===== config.mk =====
export PLATFORM = sky130hd
export DESIGN_NAME = bezier_de_casteljau_sweep_core
export DESIGN_NICKNAME = d
export VERILOG_FILES = /design/src/bdc_pkg.sv /design/src/bdc_point_mem.sv /design/src/bdc_lerp.sv /design/src/bezier_de_casteljau_sweep_core.sv
export VERILOG_INCLUDE_DIRS = /design/src /design/src/src
export SDC_FILE = /design/constraint.sdc
export NUM_CORES = 2
export LEC_CHECK = 0
export BUFFER_PORTS_ARGS = -buffer_cell sky130_fd_sc_hd__buf_2
export CAP_MARGIN = 20
export CORE_UTILIZATION = 50
export DETAILED_ROUTE_END_ITERATION = 10
export GPL_TIMING_DRIVEN = 0
export PLACE_DENSITY = 0.63
export SLEW_MARGIN = 30
export SYNTH_ARGS = -nofsm -noshare
export SYNTH_HDL_FRONTEND = slang
export SYNTH_SLANG_ARGS = --single-unit

===== constraint.sdc =====
create_clock -name i_clk -period 9.4 [get_ports i_clk]
set_input_delay 0.94 -clock i_clk [delete_from_list [all_inputs] [get_ports i_clk]]
set_output_delay 0.94 -clock i_clk [all_outputs]
set_load 0.01 [all_outputs]

===== src/bezier_de_casteljau_sweep_core_assert.svh =====
// Assertion macros for the Bezier sweep core.
// Included by the sweep core, which checks its own sequencing; needs i_clk and i_rst_n in scope.
`ifndef BEZIER_DE_CASTELJAU_SWEEP_CORE_ASSERT_SVH
`define BEZIER_DE_CASTELJAU_SWEEP_CORE_ASSERT_SVH

// Same-cycle implication, checked out of reset.
`define BDC_ASSERT_IMPL(label, ante, cons) \
    label: assert property (@(posedge i_clk) disable iff (!i_rst_n) (ante) |-> (cons)) \
        else $error("bdc: same-cycle check failed");

// Next-cycle implication, checked out of reset.
`define BDC_ASSERT_NEXT(label, ante, cons) \
    label: assert property (@(posedge i_clk) disable iff (!i_rst_n) (ante) |=> (cons)) \
        else $error("bdc: next-cycle check failed");

`endif


===== src/bdc_pkg.sv =====
// Shared types and constants of the Bezier sweep core.
// No dependencies; imported by every module of the block.
package bdc_pkg;

    localparam int MAX_POINTS = 16;
    localparam int IDX_W      = $clog2(MAX_POINTS);
    localparam int CNT_W      = $clog2(MAX_POINTS + 1);
    localparam int COORD_W    = 24;
    localparam int T_W        = 16;
    localparam int PCNT_W     = 5;
    localparam int CFG_IDX_W  = 1;
    localparam int CFG_DATA_W = 16;

    localparam logic ACT_LOAD = 1'b0;
    localparam logic ACT_STEP = 1'b1;

    localparam logic [CFG_IDX_W-1:0] REG_POINT_COUNT = 1'd0;
    localparam logic [CFG_IDX_W-1:0] REG_T_INCREMENT = 1'd1;

    typedef struct packed {
        logic                       action;
        logic [3:0]                 point_index;
        logic signed [COORD_W-1:0]  point_x;
        logic signed [COORD_W-1:0]  point_y;
    } t_in_item;

    typedef struct packed {
        logic signed [COORD_W-1:0]  curve_x;
        logic signed [COORD_W-1:0]  curve_y;
        logic                       sweep_last;
    } t_out_item;

    typedef struct packed {
        logic [COORD_W-1:0] x;
        logic [COORD_W-1:0] y;
    } t_point;

    typedef struct packed {
        logic             ctrl_we;
        logic [IDX_W-1:0] ctrl_addr;
        logic             work_we;
        logic [IDX_W-1:0] work_addr;
        logic             rd_en;
        logic [IDX_W-1:0] rd_addr;
    } t_mem_ctl;

    typedef struct packed {
        logic sub_en;
        logic mul_en;
    } t_lerp_ctl;

endpackage


===== src/bdc_point_mem.sv =====
// Control point store and interpolation scratch store of the Bezier sweep core.
// Depends on bdc_pkg; both arrays share one read address and have registered read data.
module bdc_point_mem
    import bdc_pkg::*;
(
    input  logic     i_clk,
    input  t_mem_ctl i_ctl,
    input  t_point   i_ctrl_wdata,
    input  t_point   i_work_wdata,
    output t_point   o_ctrl_rdata,
    output t_point   o_work_rdata
);

    t_point r_ctrl_mem [MAX_POINTS];
    t_point r_work_mem [MAX_POINTS];
    t_point r_ctrl_q;
    t_point r_work_q;

    always_ff @(posedge i_clk) begin
        if (i_ctl.ctrl_we) begin
            r_ctrl_mem[i_ctl.ctrl_addr] <= i_ctrl_wdata;
        end
        if (i_ctl.work_we) begin
            r_work_mem[i_ctl.work_addr] <= i_work_wdata;
        end
        // Read data holds between reads, so the sequencer may use it until the next read.
        if (i_ctl.rd_en) begin
            r_ctrl_q <= r_ctrl_mem[i_ctl.rd_addr];
            r_work_q <= r_work_mem[i_ctl.rd_addr];
        end
    end

    assign o_ctrl_rdata = r_ctrl_q;
    assign o_work_rdata = r_work_q;

endmodule


===== src/bdc_lerp.sv =====
// Shared interpolation unit: a + round((b - a) * t), one coordinate at a time.
// Depends on bdc_pkg; subtract and multiply are registered steps under sequencer control.
module bdc_lerp
    import bdc_pkg::*;
(
    input  logic               i_clk,
    input  t_lerp_ctl          i_ctl,
    input  logic [COORD_W-1:0] i_a,
    input  logic [COORD_W-1:0] i_b,
    input  logic [T_W-1:0]     i_t,
    output logic [COORD_W-1:0] o_result
);

    localparam int DIFF_W = COORD_W + 1;
    localparam int PROD_W = DIFF_W + T_W + 1;

    logic signed [DIFF_W-1:0] r_diff;
    logic signed [PROD_W-1:0] r_prod;
    logic signed [PROD_W-1:0] w_round;

    always_ff @(posedge i_clk) begin
        if (i_ctl.sub_en) begin
            r_diff <= signed'({i_b[COORD_W-1], i_b}) - signed'({i_a[COORD_W-1], i_a});
        end
        if (i_ctl.mul_en) begin
            r_prod <= PROD_W'(r_diff * signed'({1'b0, i_t}));
        end
    end

    // Round to nearest with ties upward; the arithmetic shift is a floor division.
    assign w_round  = r_prod + PROD_W'(signed'(33'sd32768));
    assign o_result = i_a + w_round[T_W+COORD_W-1:T_W];

endmodule


===== src/bezier_de_casteljau_sweep_core.sv =====
// Bezier curve sweep by de Casteljau interpolation over stored control points.
// Depends on bdc_pkg, bdc_point_mem, bdc_lerp and the assertion macro header.
//
// Input channel (i_in_valid / o_in_stall / i_in_data): a load transaction writes one
// control point and leaves the core idle, producing no result. A step transaction
// evaluates the curve at the current t, then advances t by t_increment; the step
// whose advance reaches one is flagged sweep_last and t restarts from zero.
// Output channel (o_out_valid / i_out_stall / o_out_data): one transaction per step.
// A step with n points in use reads the first two points of each level, then runs the
// n(n-1)/2 interpolations (subtract, multiply, add for x then y on the one shared
// multiplier) and hands the finished point over to the output register.
// o_in_stall is high while a step is being worked on.
// The finished point waits in an output register; a stalled receiver holds that
// register, and a further step finishes its work then waits until the register frees.
// Synchronous reset returns point_count to 4, t_increment to 7 and t to zero; the
// control point store is not cleared and must be loaded before the first step. The user
// must write configuration via i_cfg_we / i_cfg_index / i_cfg_data only while idle; the block does not enforce it.
module bezier_de_casteljau_sweep_core
    import bdc_pkg::*;
(
    input  logic                  i_clk,
    input  logic                  i_rst_n,
    input  logic                  i_cfg_we,
    input  logic [CFG_IDX_W-1:0]  i_cfg_index,
    input  logic [CFG_DATA_W-1:0] i_cfg_data,
    input  logic                  i_in_valid,
    output logic                  o_in_stall,
    input  t_in_item              i_in_data,
    output logic                  o_out_valid,
    input  logic                  i_out_stall,
    output t_out_item             o_out_data
);

    `include "bezier_de_casteljau_sweep_core_assert.svh"

    localparam logic [2:0] ST_IDLE = 3'd0;
    localparam logic [2:0] ST_RDA  = 3'd1;
    localparam logic [2:0] ST_RDB  = 3'd2;
    localparam logic [2:0] ST_SUB  = 3'd3;
    localparam logic [2:0] ST_MUL  = 3'd4;
    localparam logic [2:0] ST_ADD  = 3'd5;
    localparam logic [2:0] ST_DONE = 3'd6;

    logic [2:0]         r_state;
    logic [PCNT_W-1:0]  r_point_count;
    logic [T_W-1:0]     r_t_inc;
    logic [T_W-1:0]     r_sweep_t;
    logic [T_W-1:0]     r_t;
    logic               r_last;
    logic [CNT_W-1:0]   r_n;
    logic [CNT_W-1:0]   r_level;
    logic [CNT_W-1:0]   r_j;
    logic               r_coord;
    t_point             r_a;
    logic [COORD_W-1:0] r_res_x;
    logic [COORD_W-1:0] r_res_y;
    logic               r_out_valid;
    t_out_item          r_out;

    logic               w_accept;
    logic               w_more_pairs;
    logic               w_level_end;
    logic               w_out_free;
    logic [T_W:0]       n_sweep_t;
    logic [CNT_W-1:0]   n_count;
    t_mem_ctl           w_mem_ctl;
    t_lerp_ctl          w_lerp_ctl;
    t_point             w_ctrl_wdata;
    t_point             w_work_wdata;
    t_point             w_ctrl_rdata;
    t_point             w_work_rdata;
    t_point             w_b;
    logic [COORD_W-1:0] w_a_c;
    logic [COORD_W-1:0] w_b_c;
    logic [COORD_W-1:0] w_lerp;

    assign o_in_stall = (r_state != ST_IDLE);
    assign w_accept   = i_in_valid && !o_in_stall;
    assign w_out_free = !r_out_valid || !i_out_stall;

    // Point count clamped to the supported range.
    always_comb begin
        if (r_point_count < PCNT_W'(2)) begin
            n_count = CNT_W'(2);
        end else if (r_point_count > PCNT_W'(MAX_POINTS)) begin
            n_count = CNT_W'(MAX_POINTS);
        end else begin
            n_count = CNT_W'(r_point_count);
        end
    end

    assign n_sweep_t = {1'b0, r_sweep_t} + {1'b0, r_t_inc};

    // The first level reads control points, later levels the scratch store.
    assign w_b   = (r_level == CNT_W'(1)) ? w_ctrl_rdata : w_work_rdata;
    assign w_a_c = r_coord ? r_a.y : r_a.x;
    assign w_b_c = r_coord ? w_b.y : w_b.x;

    assign w_more_pairs = (r_j + CNT_W'(1) + r_level) < r_n;
    assign w_level_end  = (r_level + CNT_W'(1)) == r_n;

    always_comb begin
        w_mem_ctl           = '0;
        w_mem_ctl.ctrl_we   = w_accept && (i_in_data.action == ACT_LOAD)
                              && ({1'b0, i_in_data.point_index} < 5'(MAX_POINTS));
        w_mem_ctl.ctrl_addr = IDX_W'(i_in_data.point_index);
        w_mem_ctl.work_we   = (r_state == ST_ADD) && r_coord;
        w_mem_ctl.work_addr = r_j[IDX_W-1:0];
        case (r_state)
            ST_RDA: begin
                w_mem_ctl.rd_en   = 1'b1;
                w_mem_ctl.rd_addr = '0;
            end
            ST_RDB: begin
                w_mem_ctl.rd_en   = 1'b1;
                w_mem_ctl.rd_addr = IDX_W'(1);
            end
            ST_ADD: begin
                w_mem_ctl.rd_en   = r_coord && w_more_pairs;
                w_mem_ctl.rd_addr = IDX_W'(r_j + CNT_W'(2));
            end
            default: begin
                w_mem_ctl.rd_en   = 1'b0;
            end
        endcase
    end

    assign w_lerp_ctl.sub_en = (r_state == ST_SUB);
    assign w_lerp_ctl.mul_en = (r_state == ST_MUL);

    assign w_ctrl_wdata.x = i_in_data.point_x;
    assign w_ctrl_wdata.y = i_in_data.point_y;
    assign w_work_wdata.x = r_res_x;
    assign w_work_wdata.y = w_lerp;

    bdc_point_mem u_mem (
        .i_clk        (i_clk),
        .i_ctl        (w_mem_ctl),
        .i_ctrl_wdata (w_ctrl_wdata),
        .i_work_wdata (w_work_wdata),
        .o_ctrl_rdata (w_ctrl_rdata),
        .o_work_rdata (w_work_rdata)
    );

    bdc_lerp u_lerp (
        .i_clk    (i_clk),
        .i_ctl    (w_lerp_ctl),
        .i_a      (w_a_c),
        .i_b      (w_b_c),
        .i_t      (r_t),
        .o_result (w_lerp)
    );

    always_ff @(posedge i_clk) begin
        if (!i_rst_n) begin
            r_state       <= ST_IDLE;
            r_point_count <= PCNT_W'(4);
            r_t_inc       <= T_W'(7);
            r_sweep_t     <= '0;
            r_out_valid   <= 1'b0;
            r_level       <= '0;
            r_j           <= '0;
            r_n           <= '0;
            r_coord       <= 1'b0;
        end else begin
            if (i_cfg_we) begin
                case (i_cfg_index)
                    REG_POINT_COUNT: r_point_count <= i_cfg_data[PCNT_W-1:0];
                    REG_T_INCREMENT: r_t_inc       <= i_cfg_data[T_W-1:0];
                    default: ;
                endcase
            end

            // In the hand-over state the register is refilled below instead.
            if (r_out_valid && !i_out_stall && (r_state != ST_DONE)) begin
                r_out_valid <= 1'b0;
            end

            case (r_state)
                ST_IDLE: begin
                    if (w_accept && (i_in_data.action == ACT_STEP)) begin
                        r_t       <= r_sweep_t;
                        r_last    <= n_sweep_t[T_W];
                        r_sweep_t <= n_sweep_t[T_W] ? '0 : n_sweep_t[T_W-1:0];
                        r_n       <= n_count;
                        r_level   <= CNT_W'(1);
                        r_j       <= '0;
                        r_state   <= ST_RDA;
                    end
                end
                ST_RDA: begin
                    r_state <= ST_RDB;
                end
                ST_RDB: begin
                    r_a     <= w_b;
                    r_coord <= 1'b0;
                    r_state <= ST_SUB;
                end
                ST_SUB: begin
                    r_state <= ST_MUL;
                end
                ST_MUL: begin
                    r_state <= ST_ADD;
                end
                ST_ADD: begin
                    if (!r_coord) begin
                        r_res_x <= w_lerp;
                        r_coord <= 1'b1;
                        r_state <= ST_SUB;
                    end else begin
                        r_res_y <= w_lerp;
                        r_coord <= 1'b0;
                        if (w_more_pairs) begin
                            // The right-hand point of this pair is the left one of the next.
                            r_a     <= w_b;
                            r_j     <= r_j + CNT_W'(1);
                            r_state <= ST_SUB;
                        end else if (w_level_end) begin
                            r_state <= ST_DONE;
                        end else begin
                            r_level <= r_level + CNT_W'(1);
                            r_j     <= '0;
                            r_state <= ST_RDA;
                        end
                    end
                end
                ST_DONE: begin
                    if (w_out_free) begin
                        r_out.curve_x    <= r_res_x;
                        r_out.curve_y    <= r_res_y;
                        r_out.sweep_last <= r_last;
                        r_out_valid      <= 1'b1;
                        r_state          <= ST_IDLE;
                    end
                end
                default: begin
                    r_state <= ST_IDLE;
                end
            endcase
        end
    end

    assign o_out_valid = r_out_valid;
    assign o_out_data  = r_out;

    `BDC_ASSERT_NEXT(a_step_starts, w_accept && (i_in_data.action == ACT_STEP), r_state == ST_RDA)
    `BDC_ASSERT_IMPL(a_pair_in_range, r_state == ST_SUB, (r_j + r_level) < r_n)
    `BDC_ASSERT_IMPL(a_level_in_range, r_state == ST_RDA, (r_level < r_n) && (r_j == '0))
    `BDC_ASSERT_NEXT(a_done_delivers, (r_state == ST_DONE) && w_out_free,
        r_out_valid && (r_state == ST_IDLE))

endmodule


After elaboration in Yosys (flattened, before gate mapping)
Memories as Yosys holds them, arrays and structs flattened. A register that Yosys moved wholly into a read port is not among the register bits.
Index checks and enable logic that the tools add are counted.
{"block": "word_totals", "word_cells": 116, "reg_bits": 284, "mem_count": 2, "inputBits": 75, "ramBits": 1536, "output_inout_bits": 51}
{"name": "u_mem.r_ctrl_mem", "words": 16, "word_bits": 48, "rd": 1, "rd_ports_with_merged_regs": 1, "write_ports": 1, "line": "bdc_point_mem.sv:14", "text": "t_point r_ctrl_mem [MAX_POINTS];"}
{"name": "u_mem.r_work_mem", "words": 16, "word_bits": 48, "rd": 1, "rd_ports_with_merged_regs": 1, "write_ports": 1, "line": "bdc_point_mem.sv:15", "text": "t_point r_work_mem [MAX_POINTS];"}
{"block": "op_classes", "n_lt_le_gt_ge": 3, "reduce_logical": 27, "n_addsub": 8, "n_mul": 1, "n_eq_ne": 16, "n_mux": 36, "bitwise": 3}
{"operator": "48-bit 2-to-1 mux", "count": 3}
{"operator": "48-bit case mux with 2 select lines", "count": 1}
{"operator": "5-bit 2-to-1 mux", "count": 10}
{"operator": "24-bit 2-to-1 mux", "count": 2}
{"operator": "40-bit by 17-bit adder with 40-bit output (second input constant)", "count": 1}
{"operator": "25-bit by 17-bit multiplier with 40-bit output", "count": 1}
{"operator": "24-bit by 24-bit subtractor with 25-bit output", "count": 1}
{"operator": "24-bit adder", "count": 1}
{"operator": "3-bit case mux with 7 select lines", "count": 1}
{"operator": "5-bit case mux with 2 select lines", "count": 2}
{"operator": "16-bit by 16-bit adder with 17-bit output", "count": 1}
{"operator": "16-bit 2-to-1 mux", "count": 1}
{"operator": "3-bit 2-to-1 mux", "count": 5}
{"operator": "2-bit inequality test (second input constant)", "count": 6}
{"operator": "3-bit AND reduction", "count": 4}
{"operator": "5-bit by 1-bit adder with 5-bit output (second input constant)", "count": 2}
{"operator": "3-bit == test (second input constant)", "count": 3}
{"operator": "1-bit 2-to-1 mux", "count": 8}
{"operator": "4-bit case mux with 2 select lines", "count": 1}
{"operator": "2-bit AND reduction", "count": 4}
{"operator": "4-bit AND reduction", "count": 2}
{"operator": "1-bit logical AND", "count": 7}
{"operator": "3-bit by 2-bit == test with 1-bit output (second input constant)", "count": 2}
{"operator": "3-bit inequality test (second input constant)", "count": 2}
{"operator": "other kinds (17)", "count": 23}

Longest topological paths before layout
{"block": "logic_depth", "word_depth": 6, "ltp_mapped": 25, "mapped_depth_nobuf": 24}

Modules after synthesis
A second synthesis with hierarchy kept.
{"block": "unflattened", "cells_unflattened": 5120, "hier_area_um2": 87664.1}
{"mod": "bdc_point_mem", "seq_area_each_um2": 49007.0, "cells_per_inst": 2483, "area_per_inst_um2": 60426.7, "instances": 1}
{"mod": "bdc_lerp", "seq_area_each_um2": 1501.4, "cells_per_inst": 1919, "area_per_inst_um2": 17521.8, "instances": 1}
{"mod": "bezier_de_casteljau_sweep_core", "seq_area_each_um2": 6005.8, "cells_per_inst": 718, "area_per_inst_um2": 9715.6, "instances": 1}

Worst setup path after synthesis
OpenSTA, ideal clock, no wires.
{"block": "synth_path", "kind": "register to register", "from": "register r_state[0]", "to": "register u_mem.o_ctrl_rdata[0] (netlist name)", "n_path_buf": 0, "stages_incl_launch_ff": 5, "slack_ps": 1248, "t_required_ps": 8717, "arrival_time_ps": 7469, "period_less_slack_ps": 8152, "setup_ps": 683, "cell_sequence": "dfxtp_1 -> inv_2 -> nor2_1 -> nor2_1 -> o21ai_0"}
{"element": "from (decl)", "line": "bezier_de_casteljau_sweep_core.sv:44", "text": "logic [2:0] r_state;"}
{"element": "from (signal assigned)", "line": "bezier_de_casteljau_sweep_core.sv:156", "text": "r_state <= ST_IDLE;"}
{"element": "from (signal assigned)", "line": "bezier_de_casteljau_sweep_core.sv:188", "text": "r_state <= ST_RDA;"}
{"element": "from (signal assigned)", "line": "bezier_de_casteljau_sweep_core.sv:192", "text": "r_state <= ST_RDB;"}

Worst setup path in the final report
{"block": "layout_path", "from": "register r_t[8]", "to": "register u_lerp.r_prod[39], data pin"}
{"block": "layout_between", "elab_chain_cells": 1}
{"element": "from (decl)", "line": "bezier_de_casteljau_sweep_core.sv:48", "text": "logic [T_W-1:0] r_t;"}
{"element": "from (signal assigned)", "line": "bezier_de_casteljau_sweep_core.sv:182", "text": "r_t <= r_sweep_t;"}
{"element": "25-bit by 17-bit multiplier with 40-bit output", "line": "bdc_lerp.sv:26", "text": "r_prod <= PROD_W'(r_diff * signed'({1'b0, i_t}));"}
{"element": "to (signal assigned)", "line": "bdc_lerp.sv:26"}
{"element": "to (decl)", "line": "bdc_lerp.sv:18", "text": "logic signed [PROD_W-1:0] r_prod;"}
No other way between the ends.
A chain may end at the register's enable or synchronous reset.

==> impl_metrics.ini <==
[route]
vias_per_cell = 5.78
totalWireLength_um = 226000
drt-pass1-iter-count = 6
drc = 0
vias = 48004
wl_per_cell_um = 27.2
detail-route-antenna-nets = 0
first_iter_violations = 4446

[synth]
synthAdderAreaFrac_pct = 11.1
synth_edf_count = 1844
synth-simple-area-share_pct = 5.73
synth_cell_types = 70
synthTopCellsByCount = edfxtp_1 (1,844), nand2_1 (545), inv_1 (505)
synth.most_common_cell = edfxtp_1
syn-cell-area_um2 = 88300
synth-compound-area-share_pct = 3.57
yosysTopAreaCell = edfxtp_1
synth_top_family_by_area = adder cells
ys_seq_area_share_pct = 64.0
synth_xor_area_share_pct = 1.21
synth_top_area_share_pct = 62.7
synthTopCellsByArea = edfxtp_1 (63%), mux4_2 (9.8%), fa_1 (8.6%)
yosys_warnings = 0
yosys_most_used_dff = edfxtp_1
ys_ff_latch = 1901
muxShareOfSynthArea_pct = 11.0
syn_avg_cell_area_um2 = 16.6
synthCells = 5334
synth_nets = 5965
postSynth.asyncResetShare_pct = 0

[critical_path]
crit_path_max_incr_delay_ps = 660
path_buf_inv = 7
end_kind = flop
critical_path_class = flop to flop
cpMostUsedCell = fa_1
rr_startpoint = r_t[8]$_DFFE_PP_
cp_max_fo = 10
crit_required_ps = 9960
arrival_ps = 8220
cp_slowest_cell = edfxtp_1
critPathLaunch = r_t[8]$_DFFE_PP_
cp_cell_sequence = clkbuf_1 -> nand2_1 -> fa_1 -> inv_1 -> fa_1 -> inv_1 -> fa_1 -> inv_1 -> fa_1 -> fa_1 -> inv_1 -> fa_1 -> inv_1 -> ha_1 -> and3_1 -> a221oi_1 -> buf_2 -> a2111oi_4 -> o311ai_2 -> a211o_1 -> a21o_2 -> a31oi_4 -> and4_1 -> nor3_2
path_delay_family = adder cells
cp-start-kind = flop

[place]
gp_congestion = 0.913
pre_cts_slack_ps = 1750
dp_hpwl_um = 164000
portBuffers = 124
placed_cells = 7968
post_dp_cell_area_um2 = 95100

[final_layout]
layout-drive-gt1-share_pct = 19.8
area_delta_synth_final_pct = 14.2
stdcell_count = 8312
nNetsFinal = 6458
fillers = 13400
post-route-util_pct = 57.8
design_area_um2 = 101000

[timing]
finalSetupViolations = 0
hold_violations = 0
relSlewSlack_pct = 31.3
min_period_ps = 7660
layout_setup_ws_ps = 1740
finClkSkew_ps = 29.6
setup-tns-final_ps = 0
worstMarginPinSlew_ps = 1030
timing.final.crit_share_pct = 81.5
rsz0062_at_grt = false
fmax_ghz = 0.131
timing.final.max_slew_violations = 0

[power]
switching_power_uw = 6310
swShare_pct = 28.5
p_int_uw = 15800
clockPowerShare_pct = 32.3
pwr-share-seq_pct = 44.1
p_leak_uw = 0.0358
p_comb_share_pct = 23.6
ir_drop_mv = 0.280
powerDensity_nw_per_um2 = 219

[cts]
clock_tree.buffer_depth = 3
clock_latency_ps = 840
cts_setup_buffers = 0
hold_buffers = 0
cts_buffers = 182
cts_root_buf = clkbuf_16
cts.clk_slew.worst_paths_ps = 60
htreeDepth = 4
cts_tree = yes
cts_resized = 0
cts_sinks = 1901

[status]
status = finished, final reports clean

[min_path]
hold_class = input port to flop
min_from = i_cfg_data[6]

[global_route]
gr-total-overflow = 0
grt_pass1_wl_um = 333000
grt_max_degree = 39
grt_pass1_vias = 49402
grt_use_total_pct = 25.8
grt_antenna_before_repair = 17

[die]
die_y_um = 422
die_x_um = 422
rows = 153
start_util_pct = 50.6
ios = 126
die_area_um2 = 178000
coreArea_um2 = 175000

[run]
max_cap_violations = 0
-- cells by family (layout without fill, tap and decap cells) --
group	count (synthesis)	in the layout
buffers and inverters	749	1396
DFF	1901	1901
AOI/OAI and AO/OA	453	453
other	0	6
muxes	486	486
xor gates and xnor gates	122	122
and+or+nand+nor	1067	1067
adders and majority gates	556	556
-- cell type report --
cell class / instances / area, um2 / share of cell area (%)
Tap cell: 2325 / 2910 / 2.88
Inverter: 506 / 1900 / 1.88
Multi-Input combinational cell: 2684 / 29300 / 29.1
Clock inverter: 115 / 1040 / 1.03
Clock buffer: 223 / 4730 / 4.69
Antenna cell: 6 / 15.0 / 0.0149
Sequential cell: 1901 / 56500 / 56.0
Timing Repair Buffer: 309 / 3390 / 3.36
Buffer: 243 / 1070 / 1.06
-- metal layers --
| layer | GRT usage, % | share of wire, % |
|---|---|---|
| met4 | 8.32 | 3.3 |
| met3 | 3.67 | 6.4 |
| met1 | 35.3 | 41 |
| met2 | 42.8 | 49 |
| met5 | 0 | 0.012 |
-- power groups by stage --
stage	logic [uW]	clock network, uW	registers, uW
finish	5230	7140	9750
global route	5900	7560	9760
CTS	5300	7240	9750
detailed placement	5190	0	9930
global placement	5050	0	9980
floorplan	3620	0	9930
-- tightest hold or removal path: stages --
cell	delay, ps
buf_2	100
nand2_1	40
a21boi_0	60
-- path summary, 6_finish.rpt --
check                           endpoint  slack, ps  depth (start not counted)
max          u_lerp.r_prod[39]$_DFFE_PP_       1740                         24
min              r_t_inc[6]$_SDFFE_PN0P_        370                          3
max reg2reg  u_lerp.r_prod[39]$_DFFE_PP_       1740                         24
min reg2reg     o_out_data[13]$_DFFE_PP_        420                          0
-- per-stage QoR --
step,power [uW],hold WS (ps)
after global placement,15000,403
after CTS,22300,305
after detailed placement,15100,405
after floorplan,13500,400
after global routing,23200,342
final,22100,369
-- flip-flops by register name (all words and copies together), names as in the netlist, 16 cells and up --
signal,flops
o_out_data,49
r_res_x,24
r_t_inc,16
r_a,48
u_mem.r_ctrl_mem,768
r_res_y,24
u_mem.o_ctrl_rdata,48
r_sweep_t,16
u_lerp.r_prod,25
u_mem.o_work_rdata,48
u_lerp.r_diff,25
u_mem.r_work_mem,768
r_t,16
-- cell usage in the layout, fill, tap and decap left out, types with 100 or more instances in the layout --
cell type,n
clkbuf_16,183
a211oi_1,102
edfxtp_1,1844
inv_1,505
fa_1,381
a31oi_1,100
ha_1,175
nand2_1,545
clkbuf_1,197
buf_2,221
and2_1,253
mux4_2,384
Power figures use the tool's default switching activity.
